<file path="src/sv/sdik_pkg.sv">
// ----------------------------------------------------------------------------
// sdik_pkg
// widths, latencies, register indexes and arctangent table of the swerve
// drive inverse kinematics pipeline
// ----------------------------------------------------------------------------
`default_nettype none

package sdik_pkg;

    // cordic depth and table size
    localparam int CORDIC_STAGES = 16;
    localparam int ATAN_ENTRIES  = 24;

    // datapath widths
    localparam int VEL_W   = 16;
    localparam int CFG_W   = 16;
    localparam int PRODT_W = 33;
    localparam int ROT_W   = 17;
    localparam int VEC_W   = 18;
    localparam int CORD_W  = 29;
    localparam int PHASE_W = 32;
    localparam int OUT_W   = 16;
    localparam int SQ_W    = 36;
    localparam int RAD_W   = 44;
    localparam int ROOT_W  = 22;
    localparam int REM_W   = 26;
    localparam int PRODS_W = 38;

    // latencies
    localparam int WHEEL_LAT = 26;
    localparam int FRONT_LAT = 3;
    localparam int LATENCY   = FRONT_LAT + WHEEL_LAT;
    localparam int ANG_DELAY = WHEEL_LAT - CORDIC_STAGES - 2;

    // configuration register indexes
    localparam int CFG_IDX_W = 8;
    localparam logic [CFG_IDX_W-1:0] CFG_HALF_TRACK = 8'd0;
    localparam logic [CFG_IDX_W-1:0] CFG_SPEED_GAIN = 8'd1;
    localparam logic [CFG_W-1:0] HALF_TRACK_RST = 16'd10486;
    localparam logic [CFG_W-1:0] SPEED_GAIN_RST = 16'd2560;

    // arctangent of 2^-i, 2^32 counts per turn
    localparam logic [PHASE_W-1:0] ATAN_TURNS [ATAN_ENTRIES] = '{
        32'd536870912, 32'd316933406, 32'd167458907, 32'd85004756,
        32'd42667331,  32'd21354465,  32'd10679838,  32'd5340245,
        32'd2670163,   32'd1335087,   32'd667544,    32'd333772,
        32'd166886,    32'd83443,     32'd41722,     32'd20861,
        32'd10430,     32'd5215,      32'd2608,      32'd1304,
        32'd652,       32'd326,       32'd163,       32'd81
    };

    // one wheel velocity vector, Q.12
    typedef struct packed {
        logic signed [VEC_W-1:0] x;
        logic signed [VEC_W-1:0] y;
    } t_wheel_vec;

endpackage

`default_nettype wire

</file>
<file path="src/sv/sdik_cordic.sv">
// ----------------------------------------------------------------------------
// sdik_cordic
// pipelined cordic vectoring unit giving the steering angle of one wheel,
// aligned to the latency of the speed path
// ----------------------------------------------------------------------------
`default_nettype none

module sdik_cordic (
    input  wire logic                      i_clk,
    input  wire sdik_pkg::t_wheel_vec      i_vec,
    output logic [sdik_pkg::OUT_W-1:0]     o_angle
);

    localparam int N = sdik_pkg::CORDIC_STAGES;
    localparam int W = sdik_pkg::CORD_W;

    logic signed [W-1:0]                 r_x    [0:N];
    logic signed [W-1:0]                 r_y    [0:N];
    logic [sdik_pkg::PHASE_W-1:0]        r_z    [0:N];
    logic                                r_zero [0:N];
    logic [sdik_pkg::OUT_W-1:0]          r_angle [0:sdik_pkg::ANG_DELAY];

    logic signed [W-1:0]          n_sx;
    logic signed [W-1:0]          n_sy;
    logic [sdik_pkg::PHASE_W-1:0] n_round;

    // scale by 2^8 and fold the left half plane onto the right
    assign n_sx = {{(W - sdik_pkg::VEC_W - 8){i_vec.x[sdik_pkg::VEC_W-1]}}, i_vec.x, 8'b0};
    assign n_sy = {{(W - sdik_pkg::VEC_W - 8){i_vec.y[sdik_pkg::VEC_W-1]}}, i_vec.y, 8'b0};

    always_ff @(posedge i_clk) begin
        r_zero[0] <= (i_vec.x == '0) && (i_vec.y == '0);
        if (n_sx < 0) begin
            r_x[0] <= -n_sx;
            r_y[0] <= -n_sy;
            r_z[0] <= 32'h8000_0000;
        end else begin
            r_x[0] <= n_sx;
            r_y[0] <= n_sy;
            r_z[0] <= '0;
        end
    end

    // micro-rotation stages
    for (genvar i = 0; i < N; i++) begin : g_stage
        always_ff @(posedge i_clk) begin
            r_zero[i+1] <= r_zero[i];
            if (r_y[i] > 0) begin
                r_x[i+1] <= r_x[i] + (r_y[i] >>> i);
                r_y[i+1] <= r_y[i] - (r_x[i] >>> i);
                r_z[i+1] <= r_z[i] + sdik_pkg::ATAN_TURNS[i];
            end else begin
                r_x[i+1] <= r_x[i] - (r_y[i] >>> i);
                r_y[i+1] <= r_y[i] + (r_x[i] >>> i);
                r_z[i+1] <= r_z[i] - sdik_pkg::ATAN_TURNS[i];
            end
        end
    end

    // round the phase to 16 bits, zero vector gives angle 0
    assign n_round = r_z[N] + 32'h0000_8000;

    always_ff @(posedge i_clk) begin
        r_angle[0] <= r_zero[N] ? '0 : n_round[sdik_pkg::PHASE_W-1:sdik_pkg::PHASE_W-16];
    end

    // delay line matching the speed path
    for (genvar j = 0; j < sdik_pkg::ANG_DELAY; j++) begin : g_delay
        always_ff @(posedge i_clk) begin
            r_angle[j+1] <= r_angle[j];
        end
    end

    assign o_angle = r_angle[sdik_pkg::ANG_DELAY];

endmodule

`default_nettype wire

</file>
<file path="config.mk">
export PLATFORM = sky130hd
export DESIGN_NAME = sdik_cordic
export DESIGN_NICKNAME = d
export VERILOG_FILES = /design/src/sv/sdik_pkg.sv /design/src/sv/sdik_cordic.sv
export SDC_FILE = /design/constraint.sdc
export NUM_CORES = 2
export LEC_CHECK = 0
export BUFFER_PORTS_ARGS = -buffer_cell sky130_fd_sc_hd__buf_4
export CAP_MARGIN = 30
export CORE_UTILIZATION = 60
export DETAILED_ROUTE_END_ITERATION = 8
export HOLD_SLACK_MARGIN = 0.08
export PLACE_DENSITY_LB_ADDON = 0.12
export SLEW_MARGIN = 10
export SYNTH_ARGS = -nofsm -noshare
export SYNTH_HDL_FRONTEND = slang
export SYNTH_SLANG_ARGS = --single-unit
</file>
<file path="constraint.sdc">
create_clock -name i_clk -period 6.25 [get_ports i_clk]
set_input_delay 0.3125 -clock i_clk [delete_from_list [all_inputs] [get_ports i_clk]]
set_output_delay 0.3125 -clock i_clk [all_outputs]
set_load 0.1 [all_outputs]
</file>
==> metrics.csv <==
metric,value,unit
status,"finished, final reports clean",
Worst slew margin,36.7,%
Clock Skew,54.3,ps
Final Setup Violations,0,
worst min path class,input port to flip-flop,
TritonCTS clock tree,built,
synth top area cells,"dfxtp_1, ha_1, xnor2_1",
"CTS clk-pin slew, worst paths",60,ps
TritonRoute pass-1 iters,6,
routed wire length,254000,um
Initial DRC Count,5760,
post-synthesis sequential area ratio,29.7,%
Placer Congestion,0.955,
post-route minimum period,5900,ps
max-slew violation count,0,
grt ovf,0,
# fillers,13117,
FMAX,170,MHz
Mapped Cells,10966,
dpl cell area,0.0979,mm2
largest net degree at the start of global routing,48,
predominant post-synthesis flop cell,dfxtp_1,
Starting Density,60.6,%
"Design Area, Final",0.104,mm2
Startpoint Class,flip-flop,
TritonCTS Buffers,150,
CTS max path bufs,3,
vias post-DR,80069,
"CP delay by family, top",simple AND/OR/NAND/NOR gates,
Seq cells post-synth,1408,
Tcrit/Tclk final,94.3,%
Yosys top cell area share,29.7,%
syn avg cell area,8.66,um2
area of the multi-input gates,0.0643,mm2
Worst-Margin Slew,942,ps
Post-DP HPWL,202000,um
core area,0.157,mm2
Layout area overhead,9.48,%
FF+latch area,0.0282,mm2
Crit path required time,6970,ps
TritonCTS sink count,1408,
number of synthesized flops with an enable pin,0,
Syn Std Cell Area,0.0950,mm2
CP endpoint kind,flip-flop,
Setup WS pre-CTS,173,ps
cell taking the most area after synthesis,dfxtp_1,
crit path max fanout,28,
Buf/Inv on CP,1,
H-tree depth,4,
GRT Overall Usage,30.8,%
IO Count,53,
drt drc,0,
Final ANT Viol Nets,0,
yosys warns,0,
port bufs,52,
Hold WS,220,ps
"Hold Vio Cnt, Final",0,
Nets,12418,
crit-path most repeated cell,or4_1,
Die X,400,um
Crit Path Class,flip-flop to flip-flop,
post-layout utilization of the core,66.4,%
wire length per cell,19.1,um
worst skew pair latency,820,ps
"Critical Path, Cell by Cell",or4_1 -> or3_1 -> or4_1 -> or4_1 -> and2_1 -> buf_4 -> o31ai_1 -> xnor2_1 -> ha_1 -> nor2b_1 -> o21ai_1 -> a21boi_0 -> o21ai_0 -> a21oi_1 -> a41oi_1 -> a2111oi_0 -> or3_1 -> a31o_2 -> a21oi_1 -> xor2_1,
via/cell ratio,6.01,
clock root buffer,clkbuf_16,
initial antenna violation count,2,
Synth async-reset ratio,0,%
Die ar.,0.160,mm2
Die Height,400,um
share of post-route cells with drive strength above 1,4.71,%
Worst path slowest cell,or4_1,
"Data arrival, critical path",6610,ps
max-cap violation count,0,
first-pass GRT wire length,399000,um
Synth cell types,92,
vias in the first global route,76750,
row count,145,
final worst slack,354,ps
Worst path max stage delay,600,ps
[layer usage]
metal / vias up / routed length, um / track usage (%)
met4: 0 / 12500 / 14.7
met3: 621 / 12200 / 3.95
met5: - / 0 / 0
li1: 39638 / - / -
met2: 2176 / 123000 / 54.7
met1: 37634 / 106000 / 36.5
[placed cells by master, fill, tap and decap left out, types with 86 or more instances in the layout]
master     netlist  routed
inv_1          506     506
nor3_1         258     257
a21oi_1        964     963
buf_4           16     129
dfxtp_1       1408    1408
xnor2_1       1056    1056
nand2_1        620     619
nand3_1        211     211
o21ai_0        579     575
o31ai_1        158     155
nor2b_1        168     166
nor2_1         855     846
o21bai_1       152     151
a21o_1         458     458
and3_1         114     114
nor4_1          88      86
nand2b_1       166     166
xor2_1         507     507
o21a_1         175     175
or3_1           98      98
ha_1          1206    1206
clkbuf_16        0     150
[logic make-up (layout without fill, tap and decap cells)]
family	after synthesis	in the layout	share of synthesized area, %
adder cells (fa/ha/maj)	1241	1241	16.6
multiplexers	40	40	0.440
flip-flops	1408	1408	29.7
other	1	6	0.00395
XOR/XNOR	1563	1563	14.4
buffers and inverters	692	987	2.81
AND/OR/NAND/NOR	2897	2897	14.9
AO/OA/AOI/OAI	3124	3124	21.1
[worst paths after layout]
check | slack [ps] | depth (start not counted) | endpoint | start
setup / recovery | 350 | 20 | r_y[2][28]$_DFF_P_ | r_y[1][14]$_DFF_P_
hold / removal | 220 | 2 | r_y[0][8]$_DFF_P_ | i_vec[0]
setup reg to reg | 350 | 20 | r_y[2][28]$_DFF_P_ | r_y[1][14]$_DFF_P_
hold reg to reg | 320 | 0 | r_zero[0][3]$_DFF_P_ | r_zero[0][2]$_DFF_P_
[Yosys cell counts (158+ instances only)]
library cell / instances
nand2_1: 620
o21a_1: 175
a21oi_1: 964
nand3_1: 211
dfxtp_1: 1408
o21ai_0: 579
xor2_1: 507
nor2b_1: 168
nand2b_1: 166
o31ai_1: 158
ha_1: 1206
inv_1: 506
xnor2_1: 1056
a21o_1: 458
nor2_1: 855
nor3_1: 258
[timing repair]
| action | 4_1_cts | 5_1_grt |
|---|---|---|
| gates resized for setup | 0 | 26 |
| setup buffers | 0 | 2 |
| endpoints found under the hold margin | 41 | 0 |
| hold buffers | 65 | 0 |
| setup endpoints to repair | 0 | 53 |
[stage by stage]
step	cells	TNS, ps
after CTS	13318	0
after detailed placement	12978	0
final	13324	0
after global routing	13323	-3.66
after floorplan	10968	0
after global placement	12978	0
[flip-flops by register name, summed over array words and instances (netlist names)]
name	cells
r_z	426
r_zero	17
r_y	432
r_angle	144
r_x	389
[layout make-up]
cell class	count	area share, %
repair buffers	197	1.59
diodes	3	0.00722
well taps	2058	2.48
inverters	515	1.86
clock inverters	78	1.14
clock buffers	197	3.97
flip-flops and latches	1408	27.1
multi-input cells	8868	61.8
Power is not shown: default switching activity piles up to over one toggle a cycle in this logic, so the estimate is an artifact.
