===== src/sv/sdik_pkg.sv =====
// ----------------------------------------------------------------------------
// sdik_pkg
// widths, latencies, register indexes and arctangent table of the swerve
// drive inverse kinematics pipeline
// ----------------------------------------------------------------------------
`default_nettype none

package sdik_pkg;

    // cordic depth and table size
    localparam int CORDIC_STAGES = 16;
    localparam int ATAN_ENTRIES  = 24;

    // datapath widths
    localparam int VEL_W   = 16;
    localparam int CFG_W   = 16;
    localparam int PRODT_W = 33;
    localparam int ROT_W   = 17;
    localparam int VEC_W   = 18;
    localparam int CORD_W  = 29;
    localparam int PHASE_W = 32;
    localparam int OUT_W   = 16;
    localparam int SQ_W    = 36;
    localparam int RAD_W   = 44;
    localparam int ROOT_W  = 22;
    localparam int REM_W   = 26;
    localparam int PRODS_W = 38;

    // latencies
    localparam int WHEEL_LAT = 26;
    localparam int FRONT_LAT = 3;
    localparam int LATENCY   = FRONT_LAT + WHEEL_LAT;
    localparam int ANG_DELAY = WHEEL_LAT - CORDIC_STAGES - 2;

    // configuration register indexes
    localparam int CFG_IDX_W = 8;
    localparam logic [CFG_IDX_W-1:0] CFG_HALF_TRACK = 8'd0;
    localparam logic [CFG_IDX_W-1:0] CFG_SPEED_GAIN = 8'd1;
    localparam logic [CFG_W-1:0] HALF_TRACK_RST = 16'd10486;
    localparam logic [CFG_W-1:0] SPEED_GAIN_RST = 16'd2560;

    // arctangent of 2^-i, 2^32 counts per turn
    localparam logic [PHASE_W-1:0] ATAN_TURNS [ATAN_ENTRIES] = '{
        32'd536870912, 32'd316933406, 32'd167458907, 32'd85004756,
        32'd42667331,  32'd21354465,  32'd10679838,  32'd5340245,
        32'd2670163,   32'd1335087,   32'd667544,    32'd333772,
        32'd166886,    32'd83443,     32'd41722,     32'd20861,
        32'd10430,     32'd5215,      32'd2608,      32'd1304,
        32'd652,       32'd326,       32'd163,       32'd81
    };

    // one wheel velocity vector, Q.12
    typedef struct packed {
        logic signed [VEC_W-1:0] x;
        logic signed [VEC_W-1:0] y;
    } t_wheel_vec;

endpackage

`default_nettype wire


===== src/sv/sdik_speed.sv =====
// ----------------------------------------------------------------------------
// sdik_speed
// drive speed of one wheel: squares, pipelined bit-pair square root,
// gain multiply with rounding and saturation
// ----------------------------------------------------------------------------
`default_nettype none

module sdik_speed (
    input  wire logic                         i_clk,
    input  wire sdik_pkg::t_wheel_vec         i_vec,
    input  wire logic [sdik_pkg::CFG_W-1:0]   i_speed_gain,
    output logic [sdik_pkg::OUT_W-1:0]        o_speed
);

    localparam int RW = sdik_pkg::ROOT_W;
    localparam int MW = sdik_pkg::REM_W;
    localparam int VW = sdik_pkg::RAD_W;

    logic signed [2*sdik_pkg::VEC_W-1:0] n_xx;
    logic signed [2*sdik_pkg::VEC_W-1:0] n_yy;
    logic [sdik_pkg::SQ_W-1:0]           r_xx;
    logic [sdik_pkg::SQ_W-1:0]           r_yy;
    logic [sdik_pkg::SQ_W:0]             n_sum;

    logic [VW-1:0] r_rad  [0:RW];
    logic [MW-1:0] r_rem  [0:RW];
    logic [RW-1:0] r_root [0:RW];

    logic [sdik_pkg::PRODS_W-1:0] r_prod;
    logic [sdik_pkg::PRODS_W:0]   n_rnd;
    logic [sdik_pkg::OUT_W-1:0]   r_speed;

    // squares of the components
    assign n_xx = i_vec.x * i_vec.x;
    assign n_yy = i_vec.y * i_vec.y;

    always_ff @(posedge i_clk) begin
        r_xx <= n_xx[sdik_pkg::SQ_W-1:0];
        r_yy <= n_yy[sdik_pkg::SQ_W-1:0];
    end

    // sum of squares scaled by 2^8
    assign n_sum = {1'b0, r_xx} + {1'b0, r_yy};

    always_ff @(posedge i_clk) begin
        r_rad[0]  <= {n_sum[sdik_pkg::SQ_W-1:0], 8'b0};
        r_rem[0]  <= '0;
        r_root[0] <= '0;
    end

    // one root bit per stage
    for (genvar k = 0; k < RW; k++) begin : g_sqrt
        logic [MW-1:0] n_rem_sh;
        logic [MW-1:0] n_trial;
        assign n_rem_sh = {r_rem[k][MW-3:0], r_rad[k][VW-1:VW-2]};
        assign n_trial  = {{(MW - RW - 2){1'b0}}, r_root[k], 2'b01};
        always_ff @(posedge i_clk) begin
            r_rad[k+1] <= {r_rad[k][VW-3:0], 2'b00};
            if (n_rem_sh >= n_trial) begin
                r_rem[k+1]  <= n_rem_sh - n_trial;
                r_root[k+1] <= {r_root[k][RW-2:0], 1'b1};
            end else begin
                r_rem[k+1]  <= n_rem_sh;
                r_root[k+1] <= {r_root[k][RW-2:0], 1'b0};
            end
        end
    end

    // gain multiply
    always_ff @(posedge i_clk) begin
        r_prod <= i_speed_gain * r_root[RW];
    end

    // round and saturate
    assign n_rnd = {1'b0, r_prod} + 39'd32768;

    always_ff @(posedge i_clk) begin
        if (n_rnd[sdik_pkg::PRODS_W:32] != '0) begin
            r_speed <= '1;
        end else begin
            r_speed <= n_rnd[31:16];
        end
    end

    assign o_speed = r_speed;

endmodule

`default_nettype wire


===== config.mk =====
export PLATFORM = sky130hd
export DESIGN_NAME = sdik_speed
export DESIGN_NICKNAME = d
export VERILOG_FILES = /design/src/sv/sdik_pkg.sv /design/src/sv/sdik_speed.sv
export SDC_FILE = /design/constraint.sdc
export NUM_CORES = 2
export LEC_CHECK = 0
export ABC_AREA = 1
export BUFFER_PORTS_ARGS = -buffer_cell sky130_fd_sc_hd__buf_2
export CAP_MARGIN = 40
export CORE_UTILIZATION = 30
export DETAILED_ROUTE_END_ITERATION = 6
export PLACE_DENSITY_LB_ADDON = 0.3
export SLEW_MARGIN = 20
export SYNTH_ARGS = -nofsm -noshare
export SYNTH_HDL_FRONTEND = slang
export SYNTH_SLANG_ARGS = --single-unit
export TNS_END_PERCENT = 50

===== constraint.sdc =====
create_clock -name i_clk -period 18.8 [get_ports i_clk]
set_input_delay 2.82 -clock i_clk [delete_from_list [all_inputs] [get_ports i_clk]]
set_output_delay 2.82 -clock i_clk [all_outputs]
set_load 0.02 [all_outputs]

==> key figures <==
Clocking
  • Num CTS Buffers: 131
  • CTS tree: yes
  • Postcts setup bufs: 0
  • Number of clock sinks: 1174
  • Worst-skew pair later-pin latency: 0.81 ns
  • # hold bufs at CTS: 0
  • Cts repair resizes: 0
  • Reg clk slew, reported paths: 0.06 ns
  • Clock Path Buffers: 3
  • H-tree Lvls: 4
  • Clock root buffer: clkbuf_16

Yosys
  • Synth top area share: 0.272
  • Synth area leaders: dfxtp_1, fa_1, nand2_1, inv_1, ha_1
  • Cell accounting for the most synthesized area: dfxtp_1
  • Syn Inst Count: 11100
  • Fraction of the yosys area taken by sequential cells: 0.272
  • FFs w/ async S/R, synth: 0
  • Post-synth net total: 12700
  • Mapped Area: 86300 µm²
  • Synth warn: 0
  • EDFF count, synth: 0
  • #FFs+latches synth: 1174
  • Primary FF master, synth: dfxtp_1
  • Unique masters post-synth: 64
  • Post-Syn Area per Cell: 7.77 µm²

Route
  • Drt initial violations: 3806
  • Final WL: 215000 µm
  • Via density: 4.43
  • Post-DR wirelength/cell: 14.3 µm
  • # DRC: 0
  • Vias: 66400
  • Final ANT Viol Nets: 0
  • Drt pass-1 iters: 6

Global route
  • Number of global-route vias before repair: 67900
  • GRT Residual Overflow: 0
  • Initial antenna violation count: 2
  • Largest net degree at the start of global routing: 34
  • First-pass GRT wire length: 354000 µm
  • Global Route Usage Sum: 0.150

Place
  • Detailed Place HPWL: 177000 µm
  • IO buf count: 68
  • Setup Slack @ Placement: 10.05 ns
  • GPL Wtd Cong: 0.885

Critical path
  • Crit path to: r_xx[34]
  • Worst Path Arrival: 8.67 ns
  • Slowest cell delay on critical path: 0.49 ns
  • Stages on worst setup path: 21
  • Crit path launch: i_vec[35]
  • Crit path top cell by count: fa_1
  • Critical path's top delay family: adder cells
  • Crit end category: flop
  • Crit path cell chain: buf_2 > inv_1 > or2_2 > fa_1 > fa_1 > inv_1 > fa_1 > fa_1 > fa_1 > inv_1 > fa_1 > inv_1 > ha_1 > a21oi_1 > o21ai_0 > a21oi_1 > nand2_1 > nand2_1 > nand2_1 > nand2_1 > nand2_1
  • Crit-path max FO: 25
  • Worst path required time: 19.49 ns
  • Bufs and invs on worst path: 5
  • R2R Setup Slk: 12.81 ns
  • Worst Setup Start Kind: input pin
  • Critical Path Slowest Stage Cell: fa_1
  • Kind of critical path: input pin to flop
  • Cells on worst reg2reg path: 23
  • R2r endpoint: r_prod[35]
  • FF-to-FF Start: r_root[2][139]

Floorplanning
  • Die height: 538 µm
  • IO Pins: 69
  • Cell Rows: 196
  • Initial Utilization: 0.302
  • Die Span X: 538 µm
  • Die ar.: 290000 µm²
  • Core area: 286000 µm²

STA
  • Fin crit period: 7.99 ns
  • Final setup vio count: 0
  • Max transition margin: 0.397
  • RSZ-0062 raised after global routing: false
  • Total negative slack: 0 ns
  • Peak Freq: 0.125 GHz
  • Worst Setup Slack, final: 10.82 ns
  • Pins Over Slew Limit: 0
  • Final period utilization: 0.425
  • Endpoints failing hold: 0
  • Slew at the pin with the worst max-slew slack: 0.904 ns
  • Clock skew: 0.0497 ns

Flow run
  • Max_cap viols: 0

Status
  • Outcome: complete, no violations

Final layout
  • Fraction of layout instances using a drive strength above 1: 0.0413
  • Nets: 12700
  • P&R area growth vs syn: 10.5%

Min path
  • HP Class: flop to flop
==> cells in the final DEF, fill, tap and decap left out, drive strengths merged, types with 8 or more instances in the layout <==
master and count:
nand3 379, a21oi 511, xor2 234, ha 621, o21a 19, o211ai 21, a31oi 19, fa 876
xnor2 149, clkinv 36, nor4 33, dfxtp 1174, clkinvlp 8, nor3 121, nand4 166, clkbuf 167
bufinv 16, buf 83, nand3b 47, a21boi 18, nor2 847, a21o 42, o21bai 42, nand2 2702
inv 2375, or2 60, o21ai 415
==> area by class of cell <==
cell class                      count  area, µm²
Antenna cell                        2       5.00
Clock buffer                      167       3570
Clock inverter                     65       1170
Fill cell                       30500     190000
Inverter                         2370       8900
Multi-Input combinational cell   7364      53000
Sequential cell                  1174      23500
Tap cell                         3762       4710
Timing Repair Buffer               83        520
==> cells by family (layout without fill, tap and decap cells) <==
family | Yosys count | after routing | synth area share
and+or+nand+nor | 4381 | 4381 | 0.212
buffers and inverters | 2573 | 2685 | 0.114
adders and majority gates | 1497 | 1497 | 0.293
DFF | 1174 | 1174 | 0.272
AOI/OAI and AO/OA | 1102 | 1102 | 0.0700
xor gates and xnor gates | 383 | 383 | 0.0389
other | 1 | 3 | 0.0000434
==> synth_stat cells, drive strengths merged, types with 135 or more instances <==
library cell,count
xnor2,149
o21ai,415
nand2,2702
a21oi,511
fa,876
clkbuf,135
nand3,379
nor2,847
ha,621
dfxtp,1174
nand4,166
inv,2369
xor2,234
==> metal layers <==
metal / share of wire / track usage
met1: 0.46 / 0.195
met2: 0.48 / 0.262
met3: 0.033 / 0.0164
met4: 0.022 / 0.0383
met5: 0 / 0
==> how the worst min path moves through the flow <==
| stage | start | endpoint | cells after the start |
|---|---|---|---|
| 3_3_place_gp | r_rad[8][27] | r_rad[9][29] | 0 |
| 6_report | r_rad[9][38] | r_rad[10][40] | 0 |
| 3_5_place_dp | r_rad[9][27] | r_rad[10][29] | 0 |
| 4_1_cts | r_rad[11][39] | r_rad[12][41] | 0 |
| 5_1_grt | r_rad[11][39] | r_rad[12][41] | 0 |
| 2_1_floorplan | r_rad[9][24] | r_rad[10][26] | 0 |
==> state kept, by name, indices dropped and copies added (netlist names) <==
| name | flops |
|---|---|
| o_speed | 16 |
| r_prod | 23 |
| r_rad | 342 |
| r_rem | 470 |
| r_root | 253 |
| r_xx | 35 |
| r_yy | 35 |
==> through the flow <==
step,util,hold slack (ns),area [µm²],instances
2_1_floorplan,-,0.310,86300,11100
5_1_grt,0.334,0.301,95400,15000
4_1_cts,0.334,0.298,95300,15000
6_report,0.334,0.298,95400,15000
3_5_place_dp,0.317,0.312,90600,14800
3_3_place_gp,0.317,0.310,90500,14700
Power is not shown: default switching activity piles up to over one toggle a cycle in this logic, so the estimate is an artifact.
